<file path="src/dnd_pkg.sv">
// Package for the DNS name decompressor: sizes, codes, transaction payload
// types and the back-end state encoding. Depends on nothing.
`default_nettype none

package dnd_pkg;

  localparam int PACKET_BYTES   = 2048;
  localparam int MAX_JUMPS      = 12;
  localparam int MAX_NAME_CHARS = 255;

  localparam int ADDR_W  = $clog2(PACKET_BYTES);
  localparam int LEN_W   = ADDR_W + 1;
  localparam int CUR_W   = 14;
  localparam int JMP_W   = $clog2(MAX_JUMPS + 2);
  localparam int NCH_W   = $clog2(MAX_NAME_CHARS + 1);
  localparam int FIFO_DEPTH = 4;
  localparam int FIFO_AW    = $clog2(FIFO_DEPTH);

  localparam logic [7:0] PTR_MASK = 8'hC0;
  localparam logic [7:0] OFS_MASK = 8'h3F;
  localparam logic [7:0] DOT_CHAR = 8'h2E;

  typedef enum logic {
    OP_LOAD   = 1'b0,
    OP_DECODE = 1'b1
  } op_t;

  typedef enum logic [1:0] {
    ST_OK     = 2'd0,
    ST_BOUNDS = 2'd1,
    ST_JUMPS  = 2'd2,
    ST_LONG   = 2'd3
  } status_t;

  typedef struct packed {
    logic        op;
    logic [7:0]  byte_value;
    logic        last_byte;
    logic [10:0] start_pos;
  } req_t;

  typedef struct packed {
    logic [63:0] text_chunk;
    logic [3:0]  chunk_chars;
    logic        last;
    logic [1:0]  status;
    logic [10:0] end_pos;
  } res_t;

  typedef struct packed {
    logic              decode;
    logic [ADDR_W-1:0] waddr;
    logic [7:0]        data;
    logic [10:0]       start;
    logic [LEN_W-1:0]  plen;
  } cmd_t;

  typedef enum logic [2:0] {
    BK_IDLE,
    BK_FETCH,
    BK_LEN,
    BK_PTR,
    BK_DOT,
    BK_CADDR,
    BK_CDATA,
    BK_SEND
  } back_state_t;

endpackage

`default_nettype wire

</file>
<file path="src/dnd_front.sv">
// Front end: accepts request transactions, tracks the load pointer and packet
// length, and turns each request into a command. Depends on dnd_pkg.
`default_nettype none

module dnd_front (
  input  wire logic          clk,
  input  wire logic          rst,
  input  wire logic          req_valid,
  output logic               req_ready,
  input  wire dnd_pkg::req_t req,
  input  wire logic          full,
  output logic               push,
  output dnd_pkg::cmd_t      cmd
);

  logic [dnd_pkg::ADDR_W-1:0] load_ptr;
  logic [dnd_pkg::LEN_W-1:0]  plen;
  logic                       is_decode;

  assign is_decode = (req.op == dnd_pkg::OP_DECODE);
  assign req_ready = !full;
  assign push      = req_valid && req_ready;

  always_comb begin
    cmd.decode = is_decode;
    cmd.waddr  = load_ptr;
    cmd.data   = req.byte_value;
    cmd.start  = req.start_pos;
    cmd.plen   = plen;
  end

  always_ff @(posedge clk) begin
    if (rst) begin
      load_ptr <= '0;
      plen     <= '0;
    end else if (push && !is_decode) begin
      if (req.last_byte) begin
        plen     <= dnd_pkg::LEN_W'(load_ptr) + dnd_pkg::LEN_W'(1);
        load_ptr <= '0;
      end else if (load_ptr == dnd_pkg::ADDR_W'(dnd_pkg::PACKET_BYTES - 1)) begin
        load_ptr <= '0;
      end else begin
        load_ptr <= load_ptr + dnd_pkg::ADDR_W'(1);
      end
    end
  end

endmodule

`default_nettype wire

</file>
<file path="config.mk">
export PLATFORM = sky130hd
export DESIGN_NAME = dnd_front
export DESIGN_NICKNAME = d
export VERILOG_FILES = /design/src/dnd_pkg.sv /design/src/dnd_front.sv
export SDC_FILE = /design/constraint.sdc
export NUM_CORES = 1
export LEC_CHECK = 0
export BUFFER_PORTS_ARGS = -buffer_cell sky130_fd_sc_hd__buf_2
export CAP_MARGIN = 5
export CORE_MARGIN = 2
export CORE_UTILIZATION = 26
export DETAILED_ROUTE_END_ITERATION = 7
export HOLD_SLACK_MARGIN = 0.1
export PLACE_DENSITY = 0.64
export SLEW_MARGIN = 10
export SYNTH_ARGS = -nofsm -noshare
export SYNTH_HDL_FRONTEND = slang
export SYNTH_SLANG_ARGS = --single-unit
</file>
<file path="constraint.sdc">
create_clock -name clk -period 1.8 [get_ports clk]
set_input_delay 0.27 -clock clk [delete_from_list [all_inputs] [get_ports clk]]
set_output_delay 0.27 -clock clk [all_outputs]
set_load 0.01 [all_outputs]
</file>
# [After elaboration in Yosys (flattened, before gate mapping)]
# Index checks and enable logic that the tools add are counted.
[word_totals] reg_bits=23 input_bits=25 out_inout_bits=45
[op_classes] addsub=2 eq_ne=1 n_mux=2 n_reduce_logical=5
[op_table] op="11-bit two-way mux" n=2
[op_table] op="11-bit by 1-bit adder with 12-bit output (second input constant)" n=1
[op_table] op="11-bit by 1-bit adder with 11-bit output (second input constant)" n=1
[op_table] op="11-bit equality test (second input constant)" n=1
[op_table] op="1-bit logical AND" n=2
[op_table] op="1-bit logical NOT" n=2
[op_table] op="2-bit AND reduction" n=1

# [Depth between registers and ports, before layout]
# Gate-level depths: netlist of run 1.
[logic_depth] depth_word=4 depth_mapped=6 ltp_nobuf=5

# [Least setup slack after synthesis of run 1]
# Ideal clock, no wire load.
[synth_timing] path_type="flip-flop to flip-flop" from="register load_ptr[0] (netlist bit)" to="register load_ptr[6] (netlist bit)" setup_ps=71 t_arrival_ps=1625 t_required_ps=1729 slack_ps=104 path_stages_with_launch=7 cell_sequence="dfxtp_1 > ha_1 > and3_2 > clkdlybuf4s15_2 > nand2_1 > or3_1 > a21oi_1"
[synth_via] elab_chain_len=3 elab_cells_between_ends=4
[synth_rtl] item="from (decl)" line_no="dnd_front.sv:16" rtl="logic [dnd_pkg::ADDR_W-1:0] load_ptr;"
[synth_rtl] item="from (signal assigned)" line_no="dnd_front.sv:43" rtl="load_ptr <= load_ptr + dnd_pkg::ADDR_W'(1);"
[synth_rtl] item="11-bit by 1-bit adder with 11-bit output or 11-bit equality test (tied branches)" line_no="dnd_front.sv:43, dnd_front.sv:40"
[synth_rtl] item="11-bit two-way mux (*)" line_no="dnd_front.sv:40" rtl="end else if (load_ptr == dnd_pkg::ADDR_W'(dnd_pkg::PACKET_BYTES - 1)) begin"
[synth_rtl] item="11-bit two-way mux (*)" line_no="dnd_front.sv:37" rtl="if (req.last_byte) begin"
# Every way passes the cells marked *; elsewhere a longest branch is shown, timed or not.
# A chain may end at the register's enable or synchronous reset.

# [Final worst setup path of run 1]
[layout_timing] from="register load_ptr[1] (netlist bit)" to="register load_ptr[8] (netlist bit)"
# Same word-level chain as after synthesis.

==> flow_metrics.py, run 1 <==
metrics = {
    "cells_and_area": {
        "nets": 185,
        "area.growth.synth_to_final_pct": 6.760,
        "design_area_um2": 1344,
        "n_antenna_cell": 0,
        "layout-drive-gt1-share_pct": 27.22,
    },
    "floorplanning": {
        "rows": 25,
        "ios": 70,
        "start_util_pct": 26.83,
        "die_w_um": 73.58,
        "die_area_um2": 5414,
        "fp.dieH_um": 73.58,
        "core_um2": 4692,
    },
    "sta": {
        "period_share_pct": 90.17,
        "skew_ns": 0.002428,
        "max_freq_ghz": 0.6161,
        "fin_hold_ws_ns": 0.2685,
        "finalMaxSlewViolations": 0,
        "min_period_ns": 1.623,
        "relSlewSlack_pct": 64.20,
        "final.setup.tns_ns": 0,
        "hold_viol": 0,
        "rsz0062_at_grt": "false",
        "setup_viol": 0,
        "worstMarginPinSlew_ns": 0.5320,
    },
    "placed_design": {
        "numPortBuffers": 31,
        "dp_hpwl_um": 1921,
        "place_area_um2": 1297,
        "gp_congestion": 0.8340,
    },
    "grt": {
        "overflow": 0,
        "grt_max_degree": 26,
        "antenna_found_initial": 0,
        "grt_first_pass_wirelength_um": 4243,
        "grt_usage_pct": 9.974,
        "grt_pass1_vias": 932,
    },
    "drt": {
        "maxUsedRoutingLayer": "met4",
        "first_pass_iters": 4,
        "ant_nets": 0,
        "wl_um": 2624,
        "dr_total_vias": 1001,
        "dr_wl_met2_um": 1182,
        "wire_per_inst_um": 12.38,
        "vias_per_cell": 4.722,
        "first_iter_violations": 63,
        "drcViolationCount": 0,
        "route.met3.wl_um": 222,
        "drt-met1-wl_um": 1181,
    },
    "run": {
        "max-cap-violations": 0,
    },
    "clock_network": {
        "worstSkewPairLatency_ns": 0.26,
        "clock_path_buffers": 2,
        "holdBufCountCts": 0,
        "clk_pin_slew_worst_paths_ns": 0.08,
        "cts_tree": "built",
        "ctsResizeCount": 0,
        "post-cts-setup-buffers": 0,
        "cts_buffers": 3,
        "cts_num_sinks": 23,
        "ctsRootBufferMaster": "clkbuf_8",
        "htreeDepth": 1,
    },
    "power": {
        "swShare_pct": 23.36,
        "power_switching_mw": 0.2117,
        "power_frac_clock_pct": 35.9,
        "worst_ir_drop_vdd_mv": 0.2265,
        "combPwrFrac_pct": 6.9,
        "seq_power_share_pct": 57.2,
        "power.leakage_nw": 0.5256,
        "p_int_mw": 0.6946,
        "powerDensity_nw_per_um2": 674.4,
    },
    "synth": {
        "synthCells": 148,
        "synth_seq_cells": 23,
        "syn-num-nets": 174,
        "synth_flop_cell": "dfxtp_1",
        "synth_edf_count": 0,
        "ys_seq_area_share_pct": 36.58,
        "synth_top_area_share_pct": 36.58,
        "async_flop_share_pct": 0,
        "avgSynthCellArea_um2": 8.505,
        "synth_area_leader_cell": "dfxtp_1",
        "synth_cell_types": 36,
        "synth_area_leaders": "dfxtp_1 37%, buf_4 13%, a211oi_1 4.8%",
        "netlist_area_um2": 1259,
        "yosys_warnings": 0,
    },
    "worst_setup_path": {
        "endpoint_kind": "register",
        "arrival_ns": 1.78,
        "worstPathRequired_ns": 1.96,
        "start_kind": "register",
        "crit_path_max_fanout": 7,
        "path_class": "register to register",
    },
    "status": {
        "status": "complete, no violations",
    },
    "min_path": {
        "min_path_type": "input port to register",
    },
}
cell type report:
class,instances,area [um2]
clock buffers,3,41.29
clock inverters,1,5.005
fillers,530,3348
inverters,3,11.26
multi-input cells,94,580.6
flip-flops and latches,23,460.4
well taps,54,67.56
repair buffers,34,177.7
flip-flops by register name, indices dropped and copies added (netlist names):
signal    flops
load_ptr     11
plen         12
metal layers:
layer	vias to the layer above	GRT usage (%)
met5	-	0
met4	0	4.040
met3	7	3.018
met2	30	15.97
met1	447	12.44
li1	517	-
through the flow:
stage	power, mW	setup WS (ns)	utilization (%)	cells
6_report	0.9063	0.1770	28.64	212
4_1_cts	0.9098	0.1827	28.64	212
3_5_place_dp	0.5938	0.1428	27.65	208
2_1_floorplan	0.6142	0.1040	-	148
3_3_place_gp	0.5933	0.1832	27.65	208
5_1_grt	0.9383	0.04086	28.64	212
logic make-up after synthesis:
group           synth area share, %
simple gates                  21.37
flops                         36.58
mux                           1.591
compound gates                17.99
fa+ha+maj                    0.9939
xor+xnor                      4.176
buf+inv                       17.30
worst max-delay path: stages (launching register included):
cell     delay, ns
dfxtp_1       0.41
ha_1          0.21
and3_2        0.30
nand4_1       0.13
xor2_1        0.19
o41ai_1       0.28
Yosys cell counts (2+ instances only):
master and number:
a211oi_1 8, a21oi_1 9, a22oi_1 2, a31oi_1 2, buf_2 2, buf_4 21
clkbuf_1 2, dfxtp_1 23, inv_1 3, mux2i_1 2, nand2_1 10, nand3_1 3
nand3b_1 4, nand4_1 2, nor2_1 16, nor2b_1 3, nor3_1 2, nor4_1 2
o21ai_0 10, or3_1 2, xnor2_1 3, xor2_1 3
path summary, 6_finish.rpt:
kind | start | endpoint | slack [ns] | cells past startpoint
max | load_ptr[1] | load_ptr[8] | 0.18 | 5
min | req[11] | load_ptr[8] | 0.27 | 2
max reg2reg | load_ptr[1] | load_ptr[8] | 0.18 | 5
min reg2reg | plen[4] | plen[4] | 0.48 | 2
cell usage in the layout, fill, tap and decap left out, types with 3 or more instances in the layout:
master | synthesis | final
buf_2 | 2 | 31
dfxtp_1 | 23 | 23
nor2_1 | 16 | 16
nand2_1 | 10 | 10
o21ai_0 | 10 | 10
a21oi_1 | 9 | 9
a211oi_1 | 8 | 8
nand3b_1 | 4 | 4
inv_1 | 3 | 3
nor2b_1 | 3 | 3
xor2_1 | 3 | 3
nand3_1 | 3 | 3
xnor2_1 | 3 | 3
clkbuf_8 | 0 | 3
buf_4 | 21 | 3
power by group through the flow:
stage | clock [mW] | combinational (mW) | sequential (mW)
after detailed placement | 0 | 0.0631 | 0.531
final | 0.325 | 0.0627 | 0.518
after global placement | 0 | 0.0628 | 0.530
after CTS | 0.328 | 0.0633 | 0.519
after floorplan | 0 | 0.0796 | 0.535
after global routing | 0.349 | 0.0700 | 0.519
Power figures use the tool's default switching activity.
==> run 2, diff against run 1 <==
--- a/config.mk
+++ b/config.mk
@@ -5,7 +5,7 @@
 export SDC_FILE = /design/constraint.sdc
 export NUM_CORES = 1
 export LEC_CHECK = 0
-export BUFFER_PORTS_ARGS = -buffer_cell sky130_fd_sc_hd__buf_2
+export BUFFER_PORTS_ARGS = -buffer_cell sky130_fd_sc_hd__buf_4
 export CAP_MARGIN = 5
 export CORE_MARGIN = 2
 export CORE_UTILIZATION = 26
==> flow_metrics.py, run 2 (synthesized netlist as in run 1, its figures left out) <==
metrics = {
    "sta": {
        "setup_viol": 0,
        "rsz0062_at_grt": "false",
        "worstMarginPinSlew_ns": 0.5274,
        "hold_viol": 0,
        "fin_hold_ws_ns": 0.2487,
        "finalMaxSlewViolations": 0,
        "min_period_ns": 1.601,
        "max_freq_ghz": 0.6248,
        "final.setup.tns_ns": 0,
        "relSlewSlack_pct": 64.52,
        "skew_ns": 0.002080,
        "period_share_pct": 88.92,
    },
    "grt": {
        "grt_first_pass_wirelength_um": 4416,
        "antenna_found_initial": 0,
        "overflow": 0,
        "grt_max_degree": 26,
        "grt_pass1_vias": 961,
        "grt_usage_pct": 10.49,
    },
    "worst_setup_path": {
        "arrival_ns": 1.76,
        "worstRegToRegCells": 5,
        "path_class": "register to register",
        "start_kind": "register",
        "crit_path_max_fanout": 7,
        "endpoint_kind": "register",
        "worstPathRequired_ns": 1.96,
    },
    "power": {
        "powerDensity_nw_per_um2": 642.3,
        "power.leakage_nw": 0.5270,
        "worst_ir_drop_vdd_mv": 0.2532,
    },
    "status": {
        "status": "complete, no violations",
    },
    "placed_design": {
        "place_area_um2": 1375,
        "gp_congestion": 0.8454,
        "dp_hpwl_um": 1913,
        "numPortBuffers": 31,
    },
    "run": {
        "max-cap-violations": 0,
    },
    "cells_and_area": {
        "top_register": "plen",
        "mostFrequentLayoutCells": "34 x buf_4, 23 x dfxtp_1, 16 x nor2_1, 10 x nand2_1, 10 x o21ai_0",
        "largest_register_ff_count": 12,
        "layout_commonest_cell": "buf_4",
        "design_area_um2": 1420,
        "nets": 185,
        "n_antenna_cell": 0,
        "reg_top3": "plen (12), load_ptr (11)",
        "nFillCells": 506,
        "area.growth.synth_to_final_pct": 12.82,
        "layout-drive-gt1-share_pct": 26.58,
    },
    "floorplanning": {
        "ios": 70,
        "fp.dieH_um": 73.58,
        "die_w_um": 73.58,
        "rows": 25,
        "die_area_um2": 5414,
        "core_um2": 4692,
        "start_util_pct": 26.83,
    },
    "clock_network": {
        "holdBufCountCts": 0,
        "post-cts-setup-buffers": 0,
        "cts_tree": "built",
        "clk_pin_slew_worst_paths_ns": 0.08,
        "ctsRootBufferMaster": "clkbuf_8",
        "worstSkewPairLatency_ns": 0.26,
        "clock_path_buffers": 2,
        "cts_num_sinks": 23,
        "ctsResizeCount": 0,
        "cts_buffers": 3,
        "htreeDepth": 1,
    },
    "min_path": {
        "hold_depth": 2,
        "min_path_type": "input port to register",
    },
    "drt": {
        "ant_nets": 0,
        "vias_per_cell": 4.750,
        "first_iter_violations": 81,
        "dr_total_vias": 1007,
        "wl_um": 2646,
        "wire_per_inst_um": 12.48,
        "first_pass_iters": 4,
        "drcViolationCount": 0,
    },
}
## run 2: cell types whose count changed in the layout (fill, tap and decap cells not counted), sizes merged
cell    delta
clkinv     -1
clkbuf     +1
## run 2: layout make-up
type                    count  area [um2]  area share, %
multi-input cells          94       580.6          40.88
well taps                  54       67.56          4.758
repair buffers             34       255.2          17.97
inverters                   3       11.26         0.7930
flip-flops and latches     23       460.4          32.42
clock buffers               4       45.04          3.172
## run 2: final timing paths
path | startpoint | endpoint | slack [ns]
worst min register to register | plen[11] | plen[11] | 0.49
worst max register to register | load_ptr[1] | load_ptr[8] | 0.20
worst min-delay path | req[11] | load_ptr[8] | 0.25
worst max-delay path | load_ptr[1] | load_ptr[8] | 0.20
## run 2: report_power, final
| group | total [mW] | switching [mW] | internal [mW] |
|---|---|---|---|
| Clock | 0.321 | 0.163 | 0.158 |
| Combinational | 0.0724 | 0.0391 | 0.0333 |
| Sequential | 0.519 | 0.00339 | 0.515 |
## run 2: metal layers
| layer | track usage [%] | part of all wire [%] | wire [um] |
|---|---|---|---|
| met1 | 14.14 | 47 | 1239 |
| met2 | 15.77 | 46 | 1230 |
| met3 | 2.743 | 5.4 | 144 |
| met4 | 4.444 | 1.1 | 30 |
| met5 | 0 | 0 | 0 |
## run 2: worst max-delay path, cell delays in order, from the launching register on
cell	delay [ns]
dfxtp_1	0.42
ha_1	0.21
and3_2	0.30
nand4_1	0.13
xor2_1	0.18
o41ai_1	0.25
## run 2: stage by stage
step           setup slack, ns  utilization [%]  power (mW)  std cells
4_1_cts                 0.1739            30.27      0.9185        212
5_1_grt               0.008690            30.27      0.9548        212
3_5_place_dp            0.1549            29.31      0.6038        208
6_report                0.1994            30.27      0.9121        212
2_1_floorplan           0.1040                -      0.6142        148
3_3_place_gp            0.1680            29.31      0.6023        208
