--- src/dnd_pkg.sv ---
// Package for the DNS name decompressor: sizes, codes, transaction payload
// types and the back-end state encoding. Depends on nothing.
`default_nettype none

package dnd_pkg;

  localparam int PACKET_BYTES   = 2048;
  localparam int MAX_JUMPS      = 12;
  localparam int MAX_NAME_CHARS = 255;

  localparam int ADDR_W  = $clog2(PACKET_BYTES);
  localparam int LEN_W   = ADDR_W + 1;
  localparam int CUR_W   = 14;
  localparam int JMP_W   = $clog2(MAX_JUMPS + 2);
  localparam int NCH_W   = $clog2(MAX_NAME_CHARS + 1);
  localparam int FIFO_DEPTH = 4;
  localparam int FIFO_AW    = $clog2(FIFO_DEPTH);

  localparam logic [7:0] PTR_MASK = 8'hC0;
  localparam logic [7:0] OFS_MASK = 8'h3F;
  localparam logic [7:0] DOT_CHAR = 8'h2E;

  typedef enum logic {
    OP_LOAD   = 1'b0,
    OP_DECODE = 1'b1
  } op_t;

  typedef enum logic [1:0] {
    ST_OK     = 2'd0,
    ST_BOUNDS = 2'd1,
    ST_JUMPS  = 2'd2,
    ST_LONG   = 2'd3
  } status_t;

  typedef struct packed {
    logic        op;
    logic [7:0]  byte_value;
    logic        last_byte;
    logic [10:0] start_pos;
  } req_t;

  typedef struct packed {
    logic [63:0] text_chunk;
    logic [3:0]  chunk_chars;
    logic        last;
    logic [1:0]  status;
    logic [10:0] end_pos;
  } res_t;

  typedef struct packed {
    logic              decode;
    logic [ADDR_W-1:0] waddr;
    logic [7:0]        data;
    logic [10:0]       start;
    logic [LEN_W-1:0]  plen;
  } cmd_t;

  typedef enum logic [2:0] {
    BK_IDLE,
    BK_FETCH,
    BK_LEN,
    BK_PTR,
    BK_DOT,
    BK_CADDR,
    BK_CDATA,
    BK_SEND
  } back_state_t;

endpackage

`default_nettype wire

--- src/dnd_fifo.sv ---
// Short command queue between the front end and the back end.
// Depends on dnd_pkg.
`default_nettype none

module dnd_fifo (
  input  wire logic          clk,
  input  wire logic          rst,
  input  wire logic          push,
  input  wire dnd_pkg::cmd_t push_data,
  output logic               full,
  output logic               valid,
  input  wire logic          pop,
  output dnd_pkg::cmd_t      pop_data
);

  dnd_pkg::cmd_t                entries [dnd_pkg::FIFO_DEPTH];
  logic [dnd_pkg::FIFO_AW-1:0]  wr_ptr;
  logic [dnd_pkg::FIFO_AW-1:0]  rd_ptr;
  logic [dnd_pkg::FIFO_AW:0]    count;
  logic                         do_pop;

  assign full     = (count == (dnd_pkg::FIFO_AW + 1)'(dnd_pkg::FIFO_DEPTH));
  assign valid    = (count != '0);
  assign do_pop   = pop && valid;
  assign pop_data = entries[rd_ptr];

  always_ff @(posedge clk) begin
    if (push && !full) begin
      entries[wr_ptr] <= push_data;
    end
  end

  always_ff @(posedge clk) begin
    if (rst) begin
      wr_ptr <= '0;
      rd_ptr <= '0;
      count  <= '0;
    end else begin
      if (push && !full) begin
        wr_ptr <= wr_ptr + dnd_pkg::FIFO_AW'(1);
      end
      if (do_pop) begin
        rd_ptr <= rd_ptr + dnd_pkg::FIFO_AW'(1);
      end
      if ((push && !full) && !do_pop) begin
        count <= count + (dnd_pkg::FIFO_AW + 1)'(1);
      end else if (!(push && !full) && do_pop) begin
        count <= count - (dnd_pkg::FIFO_AW + 1)'(1);
      end
    end
  end

endmodule

`default_nettype wire

--- config.mk ---
export PLATFORM = sky130hd
export DESIGN_NAME = dnd_fifo
export DESIGN_NICKNAME = d
export VERILOG_FILES = /design/src/dnd_pkg.sv /design/src/dnd_fifo.sv
export SDC_FILE = /design/constraint.sdc
export NUM_CORES = 1
export LEC_CHECK = 0
export ABC_CLOCK_PERIOD_IN_PS = 2900
export BUFFER_PORTS_ARGS = -buffer_cell sky130_fd_sc_hd__buf_2
export CAP_MARGIN = 20
export CORE_UTILIZATION = 57
export DETAILED_ROUTE_END_ITERATION = 7
export HOLD_SLACK_MARGIN = 0.12
export PLACE_DENSITY_LB_ADDON = 0.2
export SYNTH_ARGS = -nofsm -noshare
export SYNTH_HDL_FRONTEND = slang
export SYNTH_SLANG_ARGS = --single-unit
--- constraint.sdc ---
create_clock -name clk -period 2.9 [get_ports clk]
set_input_delay 0.435 -clock clk [delete_from_list [all_inputs] [get_ports clk]]
set_output_delay 0.435 -clock clk [all_outputs]
set_load 0.01 [all_outputs]
# Word-level counts from Yosys, hierarchy flattened
# Memories as Yosys holds them, arrays and structs flattened. A register that Yosys moved wholly into a read port is not among the register bits.
# Index checks and enable logic that the tools add are counted.
# word_totals
input_bits	47
mem_count	1
regBits	7
mem_bits_rw	172
# memory_table
name	words	width	read_ports	rd_clocked_by_memory_dff	wr	line	text
entries	4	43	1	1	1	dnd_fifo.sv:16	dnd_pkg::cmd_t entries [dnd_pkg::FIFO_DEPTH];
# classes
muxes	6
addsub	4
n_eq_ne	1
reduce_logical	9
# op_table
op	n
two-way mux 3 bit	2
adder 2 x 1 -> 2 bit, second input constant	2
logical AND 1 bit	4
two-way mux 2 bit	2
adder 3 x 1 -> 3 bit, second input constant	1
== test 3 bit, second input constant	1
logical NOT 1 bit	3
nonzero test 3 bit	1
subtractor 3 x 1 -> 3 bit, second input constant	1
two-way mux 1 bit	2
nonzero test 2 bit	1

# Depth between registers and ports, before layout
# Gate-level depths: netlist of run 1.
# depth
depth_word	7
ltp_mapped	8
depth_no_buf	8

# Least setup slack after synthesis of run 1
# OpenSTA, ideal clock, no wires.
# synth_path
path_type	register to register
start	register count[0] (netlist bit)
end	memory entries[0][0] (netlist bit) (enable)
path_buffers	0
arrival_time_ns	1.814
synth_period_minus_slack_ns	2.219
setup_time_ns	0.405
path_slack_ns	0.681
path_stages_with_launch	4
path_cell_list	dfxtp_1 -> nor3b_2 -> nor2_2 -> and2_1
# synth_between
elab_chain_cells	5
# synth_rtl
element	line	text
from (decl)	dnd_fifo.sv:19	logic [dnd_pkg::FIFO_AW:0] count;
from (signal assigned)	dnd_fifo.sv:46	count <= count + (dnd_pkg::FIFO_AW + 1)'(1);
from (signal assigned)	dnd_fifo.sv:48	count <= count - (dnd_pkg::FIFO_AW + 1)'(1);
== test 3 bit	dnd_fifo.sv:22	assign full = (count == (dnd_pkg::FIFO_AW + 1)'(dnd_pkg::FIFO_DEPTH));
net full	dnd_fifo.sv:10	output logic full,
logical NOT 1 bit	dnd_fifo.sv:28	if (push && !full) begin
logical AND 1 bit	dnd_fifo.sv:28	
two-way mux 1 bit	dnd_fifo.sv:28	
two-way mux 1 bit (implied by the code)	dnd_fifo.sv:29	entries[wr_ptr] <= push_data;
to (decl)	dnd_fifo.sv:16	
# The timed path passes the listed nets, and every way through them passes these cells.

==> results of run 1 <==
## area by class of cell
class                   instances  area share (%)
flip-flops and latches        181            67.5
inverters                       4           0.189
multi-input cells              77            15.7
well taps                     143            2.26
clock inverters                11            1.69
repair buffers                 99            7.13
clock buffers                  21            5.55
## Yosys cell counts (all sizes together), types with 2 or more instances
cell	number	area (um2)
inv	4	15.0
xor2	4	35.0
nand2b	2	12.5
mux4	43	968
dfxtp	9	180
buf	9	111
ha	5	62.6
clkbuf	2	7.51
o21ai	2	10.0
and2	4	25.0
nor2	6	25.0
a21oi	2	10.0
or3	3	18.8
edfxtp	172	5160
mux2i	2	20.0
## layout by cell type, fill, tap and decap left out
| cell type | Yosys | layout |
|---|---|---|
| ha_1 | 5 | 5 |
| dfxtp_4 | 0 | 1 |
| nor2_1 | 5 | 5 |
| inv_1 | 4 | 4 |
| nor3b_2 | 1 | 1 |
| o31ai_2 | 1 | 1 |
| edfxtp_1 | 172 | 172 |
| a21oi_1 | 2 | 2 |
| clkinv_2 | 0 | 5 |
| mux2i_1 | 2 | 2 |
| buf_2 | 4 | 91 |
| dfxtp_1 | 9 | 7 |
| buf_12 | 4 | 4 |
| clkinvlp_4 | 0 | 2 |
| xor2_1 | 4 | 4 |
| nand2b_1 | 2 | 2 |
| fa_1 | 1 | 1 |
| mux4_2 | 43 | 43 |
| or3_1 | 3 | 3 |
| o21ai_0 | 2 | 2 |
| clkbuf_16 | 0 | 17 |
| buf_4 | 0 | 4 |
| dfxtp_2 | 0 | 1 |
| clkinv_1 | 0 | 1 |
| and2_2 | 0 | 4 |
| nor2_2 | 1 | 1 |
| bufinv_16 | 0 | 3 |
| o311ai_1 | 1 | 1 |
| clkbuf_1 | 2 | 4 |
## cells by family after synthesis
group / Yosys count
buffers and inverters: 15
muxes: 45
DFF: 181
AOI/OAI and AO/OA: 6
xor gates and xnor gates: 4
and+or+nand+nor: 16
adders and majority gates: 6
## state kept, by name, indices dropped and copies added (netlist names), named ones only
name / flops
count: 3
entries: 172
rd_ptr: 2
wr_ptr: 2
## layer usage
metal  share of wire [%]  routed length, um  GRT usage (%)
met4                 1.8                197           8.00
met5               0.089                 10              0
met2                  51               5750           33.2
met1                  41               4660           25.7
met3                 5.5                624           6.48
## per-stage QoR
stage                     hold slack, ns  total power, mW  setup WS [ns]  cells  util [%]
final                              0.227             7.04          0.482    536      69.2
after global routing               0.215             7.33          0.369    536      69.2
after CTS                          0.210             7.12          0.403    536      69.2
after detailed placement           0.522             4.90          0.709    504      64.1
after global placement             0.502             4.85          0.856    504      64.1
after floorplan                    0.482             4.42          0.681    273         -
## worst max path at each step
stage / to / slack, ns / cells after the start
after detailed placement: count[2] / 0.71 / 8
after floorplan: entries[0][0] / 0.68 / 3
final: pop_data[14] / 0.48 / 3
after global placement: count[2] / 0.86 / 9
after CTS: pop_data[21] / 0.40 / 3
after global routing: pop_data[22] / 0.37 / 3
## power by group
part	internal, mW	switching [mW]	leakage [nW]
logic	0.777	0.723	0.779
registers	3.15	0.159	1.65
clock network	1.34	0.886	0.278
total	5.27	1.77	2.71
==> run summary, run 1 <==
Status: complete, no violations
Part of the Yosys area used for sequential elements: 79.5%
Die W: 111 um
Cells along the critical path: buf_12 -> mux4_2 -> buf_2
Layout net count: 433
RD Place Congestion: 0.713
Largest net degree at the start of global routing: 44
Clock tree buffer depth: 2
Total track usage: 20.4%
1st-pass router iterations: 4
I/O Buffers: 91
Kind of critical path: flop to output pin
Slew Viols, Final: 0
Num CTS Buffers: 17
Multi-input logic area: 1250 um2
H-tree depth: 4
Synth Area in XOR/XNOR: 0.521%
Worst path top cell family by delay: multiplexers
Worst hold path depth: 1
Startpoint types: flop
Adder-cell area share of the yosys netlist: 1.23%
Worst R2R Path Depth: 8
Clock slew seen by the registers of the worst setup and hold paths: 0.06 ns
Layout cells sized above 1: 45.3%
Hold endpoint: entries[1][25]
Largest family of logic cells by synthesized area: multiplexers
Post-CTS Setup Inserts: 0
ANT cells: 0
CTS sink cnt: 181
Vias: 3062
Number of global-route vias before repair: 3374
Remaining DRCs: 0
Synth Flop Type: edfxtp_1
Area after DPL: 7360 um2
Post-synth net total: 326
Starting Density: 58.6%
Max-Cap Viols: 0
Synthesis Warnings: 0
Worst clock skew: 0.00650 ns
Synth Cell Area: 6720 um2
Final setup fails: 0
Worst-Margin Slew: 0.575 ns
Iter 0 DRT Violations: 265
Initial antenna violation count: 1
Sequential cell area: 5350 um2
Ports: 92
# fillers: 723
RSZ-0062 raised after global routing: no
Fin. Hold Viols: 0
Post-Route WL: 11200 um
CP required: 2.47 ns
Tcrit/Tclk final: 83.4%
CTS tree: done
Reg-to-reg critical path startpoint: count[0]
Core area: 11500 um2
Asr flop ratio synth: 0%
Min-Delay Startpoint: push_data[25]
Power per cell area: 888 nW/um2
Crit. End Element: output pin
Synthesized netlist cell count: 273
Drt wl/cell: 21.0 um
Critical path's slowest cell: mux4_2
Worst vdd ir: 565 uV
Leakage: 2.71 nW
Syn-to-layout area delta: 18.0%
Register bit total from synthesis: 181
Die area: 12200 um2
Fin area: 7930 um2
DRT antenna net count: 0
Setup TNS: 0 ns
Worst skew pair latency: 0.42 ns
Cts hold-fix bufs: 0
Post-synth EDFFs: 172
Grt ovf: 0
Crit Reg-Reg Endpoint: count[2]
Post-synthesis area per instance: 24.6 um2
Compound-Gate Fraction of Synth Area: 0.614%
Unique masters post-synth: 22
Post-DP HPWL: 6620 um
Max Clk Rate: 414 MHz
First-pass GRT wire length: 18000 um
Post_cts resized: 0
Buffer and inverter count on the worst path: 2
Synth Area in Simple Gates: 1.40%
Die height: 111 um
Worst Path Arrival: 1.98 ns
Reg-to-reg slack, setup: 0.68 ns
Worst Path Max Fanout: 30
Mux contribution to synthesized area: 14.7%
Minimum clock period: 2.42 ns
Max_slew headroom: 61.7%
Vias/cell: 5.71
Tightest Hold Check Type: input pin to flop
Rows: 39
Max incr delay on CP: 0.56 ns
Root cell of the clock tree: clkbuf_16
Note: power is estimated with default switching activity, not from simulation.
==> run 2, diff against run 1 <==
- ABC_AREA: unset -> 1
- ABC_CLOCK_PERIOD_IN_PS: 2900 -> 2500
- clock period: 2.9 -> 2.5 ns (I/O delays scaled with it)
==> run summary, run 2 <==
Failing checks: design-rule violations
Tightest Hold Check Type: input pin to flop
Grt ovf: 0
RD Place Congestion: 0.736
Top reg by flops: entries
Drt wl/cell: 17.6 um
Die W: 112 um
H-tree depth: 4
Status: complete, but fails checks
Max incr delay on CP: 0.48 ns
Kind of critical path: flop to output pin
RSZ-0062 raised after global routing: no
Asr flop ratio synth: 0%
CP required: 2.12 ns
DR top layer: met4
Post-synthesis area per instance: 14.1 um2
Cells along the critical path: buf_6 -> o21ai_0 -> o22ai_1 -> buf_2
Metal3 WL: 903 um
Post-CTS Setup Inserts: 0
Minimum clock period: 2.23 ns
DRT antenna net count: 0
Post-Route M1 WL: 5240 um
1st-pass router iterations: 8
Layout net count: 634
Leakage: 2.90 nW
Buffer and inverter count on the worst path: 2
Root cell of the clock tree: clkbuf_16
Clock slew seen by the registers of the worst setup and hold paths: 0.06 ns
Worst vdd ir: 610 uV
Largest register FFs: 172
Cts hold-fix bufs: 0
Synthesis Warnings: 0
Post-Route WL: 13000 um
Largest regs: entries (172), count (3)
Starting Density: 59.1%
First-pass GRT wire length: 20400 um
Post-synth net total: 537
Worst-Margin Slew: 0.600 ns
Max-Cap Viols: 0
Vias: 4132
Metal2 WL: 6730 um
Most frequent cells after synthesis: edfxtp_1, nor2_1, o21ai_0, o22ai_1
Worst Path Arrival: 1.86 ns
Number of global-route vias before repair: 4121
Max_slew headroom: 60.0%
Worst path top cell family by delay: buffers and inverters
Worst skew pair latency: 0.42 ns
Crit Reg-Reg Endpoint: count[1]
Most common cell after layout, fill and taps aside: edfxtp_1
Die height: 112 um
Reg-to-reg slack, setup: 0.36 ns
Synthesized netlist cell count: 484
Fin. Hold Viols: 0
Syn-to-layout area delta: 17.9%
Dominant cell by count in the synthesized netlist: edfxtp_1
Worst hold path depth: 1
Synth area leader: edfxtp_1
Most frequent cells in the layout: edfxtp_1, nor2_1, buf_2, o21ai_0, o22ai_1
Largest cells by area after synthesis: edfxtp_1, o21ai_0, nor2_1
Worst Path Max Fanout: 86
Crit. End Element: output pin
CTS tree: done
Non-Filler Instances: 739
Critical path's slowest cell: buf_6
Remaining DRCs: 7
Min-Delay Startpoint: push_data[40]
CTS sink cnt: 181
Layout cells sized above 1: 22.9%
Synth Flop Type: edfxtp_1
Initial antenna violation count: 2
Ports: 92
Total track usage: 22.1%
I/O Buffers: 91
Unique masters post-synth: 19
Final Util: 69.7%
Hold endpoint: entries[1][40]
Register bit total from synthesis: 181
Iter 0 DRT Violations: 367
Vias/cell: 5.59
Power per cell area: 1030 nW/um2
Core area: 11600 um2
Worst clock skew: 0.00559 ns
Largest net degree at the start of global routing: 87
Slew Viols, Final: 0
Post-synth EDFFs: 172
Post-DP HPWL: 7510 um
Die area: 12400 um2
Max Clk Rate: 448 MHz
Num CTS Buffers: 17
Startpoint types: flop
Rows: 39
Tcrit/Tclk final: 89.2%
Synth Cell Area: 6840 um2
Clock tree buffer depth: 2
Post_cts resized: 0
Final setup fails: 0
Part of the Yosys area used for sequential elements: 78.2%
Worst R2R Path Depth: 9
# fillers: 759
Area share of the largest cell type after synthesis: 75.5%
Reg-to-reg critical path startpoint: count[0]
Dpl cells: 705
[run 2: cell types whose count changed after synthesis, sizes merged, moves of 4 or more]
cell    previous run  this run
and2               4         0
o22ai              0        43
inv                4        17
nor2               6       100
nand2              0        15
nand3              0         4
mux4              43         0
o21ai              2        87
clkbuf             2        11
buf                9        15
[run 2: how the worst max path moves through the flow]
stage                    endpoint  cells after the start
floorplan           entries[0][0]                      4
global placement         count[1]                      9
detailed placement       count[1]                      9
CTS                  pop_data[11]                      4
global route         pop_data[34]                      4
finish               pop_data[11]                      4
[run 2: routing by layer]
metal  vias up  GRT usage [%]
met2       141           36.3
met1      2000           27.9
met5         -              0
li1       1985              -
met3         6           6.04
met4         0           9.19
[run 2: final cells by class]
type	instances	area [um2]	area share (%)
diodes	2	5.00	0.0621
clock inverters	12	136	1.69
flip-flops and latches	181	5350	66.3
clock buffers	20	437	5.42
repair buffers	104	594	7.37
inverters	17	63.8	0.792
multi-input cells	260	1300	16.1
well taps	143	179	2.22
[run 2: kinds of logic after synthesis]
group / count (synthesis) / synth area share [%]
flops: 181 / 78.2
compound gates: 133 / 10.5
simple gates: 120 / 6.71
buf+inv: 43 / 3.27
fa+ha+maj: 6 / 1.21
xor+xnor: 1 / 0.128
[run 2: power by group]
group	total [mW]	switching, mW	internal [mW]	leakage, nW
clock	2.57	1.01	1.55	0.278
combinational	1.97	1.29	0.676	0.974
sequential	3.78	0.0926	3.69	1.65
[run 2: metrics by stage]
stage	total power, mW	worst slack (ns)	TNS, ns	instance area [um2]	hold slack [ns]
global placement	5.76	0.466	0	7480	0.487
floorplan	5.08	-0.412	-70.87	6840	0.444
CTS	8.37	0.0837	0	8050	0.154
detailed placement	5.82	0.371	0	7480	0.513
global route	8.71	0.125	0	8060	0.155
finish	8.31	0.269	0	8060	0.167
==> run 3, diff against run 2 <==
- CORE_ASPECT_RATIO: unset -> 0.75
- CORE_MARGIN: unset -> 2
==> run summary, run 3 (synthesized netlist as in run 2, its figures left out) <==
Buffer and inverter count on the worst path: 3
I/O Buffers: 91
Vias: 4143
Final Util: 69.9%
Grt ovf: 0
Layout net count: 633
Post-DP HPWL: 7400 um
Dpl cells: 723
Non-Filler Instances: 756
Worst vdd ir: 601 uV
Post-CTS Setup Inserts: 0
Slew Viols, Final: 0
CTS sink cnt: 181
DRT antenna net count: 0
Max incr delay on CP: 0.34 ns
Max Clk Rate: 438 MHz
Largest net degree at the start of global routing: 87
Layout cells sized above 1: 23.9%
Power per cell area: 1050 nW/um2
Cts hold-fix bufs: 0
Worst path top cell family by delay: buffers and inverters
Fin. Hold Viols: 0
RSZ-0062 raised after global routing: no
Core area: 11700 um2
Vias/cell: 5.48
Setup TNS: 0 ns
Root cell of the clock tree: clkbuf_16
First-pass GRT wire length: 19800 um
Ports: 92
RD Place Congestion: 0.765
Die height: 98.9 um
Most frequent cells in the layout: edfxtp_1, nor2_1, buf_2, o21ai_0, o22ai_1
Clock tree buffer depth: 2
Max_slew headroom: 68.0%
Number of global-route vias before repair: 4000
CP required: 2.12 ns
Starting Density: 58.7%
Top reg by flops: entries
Final setup fails: 0
Minimum clock period: 2.28 ns
Worst skew pair latency: 0.42 ns
Largest register FFs: 172
H-tree depth: 4
CTS tree: done
Worst Path Arrival: 1.91 ns
Max-Cap Viols: 0
Iter 0 DRT Violations: 372
Startpoint types: flop
Syn-to-layout area delta: 19.2%
Die W: 130 um
1st-pass router iterations: 4
Worst-Margin Slew: 0.479 ns
Tcrit/Tclk final: 91.3%
Critical path's slowest cell: dfxtp_2
Design Power: 8.60 mW
Fin Hold WS: 0.165 ns
Remaining DRCs: 0
Clock slew seen by the registers of the worst setup and hold paths: 0.07 ns
Status: complete, no violations
Num CTS Buffers: 17
Largest regs: entries (172), count (3)
Worst clock skew: 0.00506 ns
Crit. End Element: output pin
Worst Path Max Fanout: 24
Initial antenna violation count: 1
Tightest Hold Check Type: input pin to flop
Total track usage: 20.7%
Cells along the critical path: inv_2 -> buf_4 -> nor2_1 -> o22ai_1 -> buf_2
Post_cts resized: 0
# fillers: 791
Kind of critical path: flop to output pin
Most common cell after layout, fill and taps aside: edfxtp_1
Die area: 12900 um2
Drt wl/cell: 17.1 um
Leakage: 2.93 nW
Rows: 34
Post-Route WL: 12900 um
## run 3: cell types whose count changed in the layout (fill, tap and decap cells not counted), sizes merged
cell	before	now
clkbuf	20	17
inv	17	25
clkinv	8	2
bufinv	3	4
buf	104	103
diode	2	1
## run 3: path summary, 6_finish.rpt
check / slack (ns) / to / depth (start not counted) / start
max reg2reg: 0.33 / count[1] / 9 / count[1]
min reg2reg: 0.53 / rd_ptr[0] / 2 / rd_ptr[0]
max: 0.22 / pop_data[39] / 5 / flop
min: 0.17 / entries[0][18] / 1 / push_data[18]
## run 3: final cells by class
class | count | area [um2] | share of cell area, %
Antenna cell | 1 | 2.50 | 0.0307
Clock buffer | 17 | 425 | 5.22
Clock inverter | 15 | 214 | 2.63
Inverter | 17 | 63.8 | 0.783
Multi-Input combinational cell | 260 | 1300 | 16.0
Sequential cell | 181 | 5350 | 65.6
Tap cell | 162 | 203 | 2.49
Timing Repair Buffer | 103 | 596 | 7.31
## run 3: metrics by stage
step,area (um2),setup WS (ns)
2_1_floorplan,6840,-0.412
3_3_place_gp,7510,0.449
3_5_place_dp,7510,0.367
5_1_grt,8150,0.106
6_report,8150,0.218
4_1_cts,8150,0.197
## run 3: layer usage
layer | vias up | wire length, um | share of wire, % | GRT usage, %
li1 | 1984 | - | - | -
met3 | 22 | 744 | 5.8 | 6.24
met5 | - | 0 | 0 | 0
met1 | 2025 | 5850 | 45 | 27.4
met2 | 112 | 6110 | 47 | 32.3
met4 | 0 | 223 | 1.7 | 8.51
## run 3: power by group
group          switching [mW]  total [mW]  internal [mW]  leakage (nW)
Clock                    1.15        2.85           1.70         0.312
Sequential             0.0925        3.78           3.68          1.65
Combinational            1.29        1.97          0.684         0.973
Total                    2.53        8.60           6.07          2.93
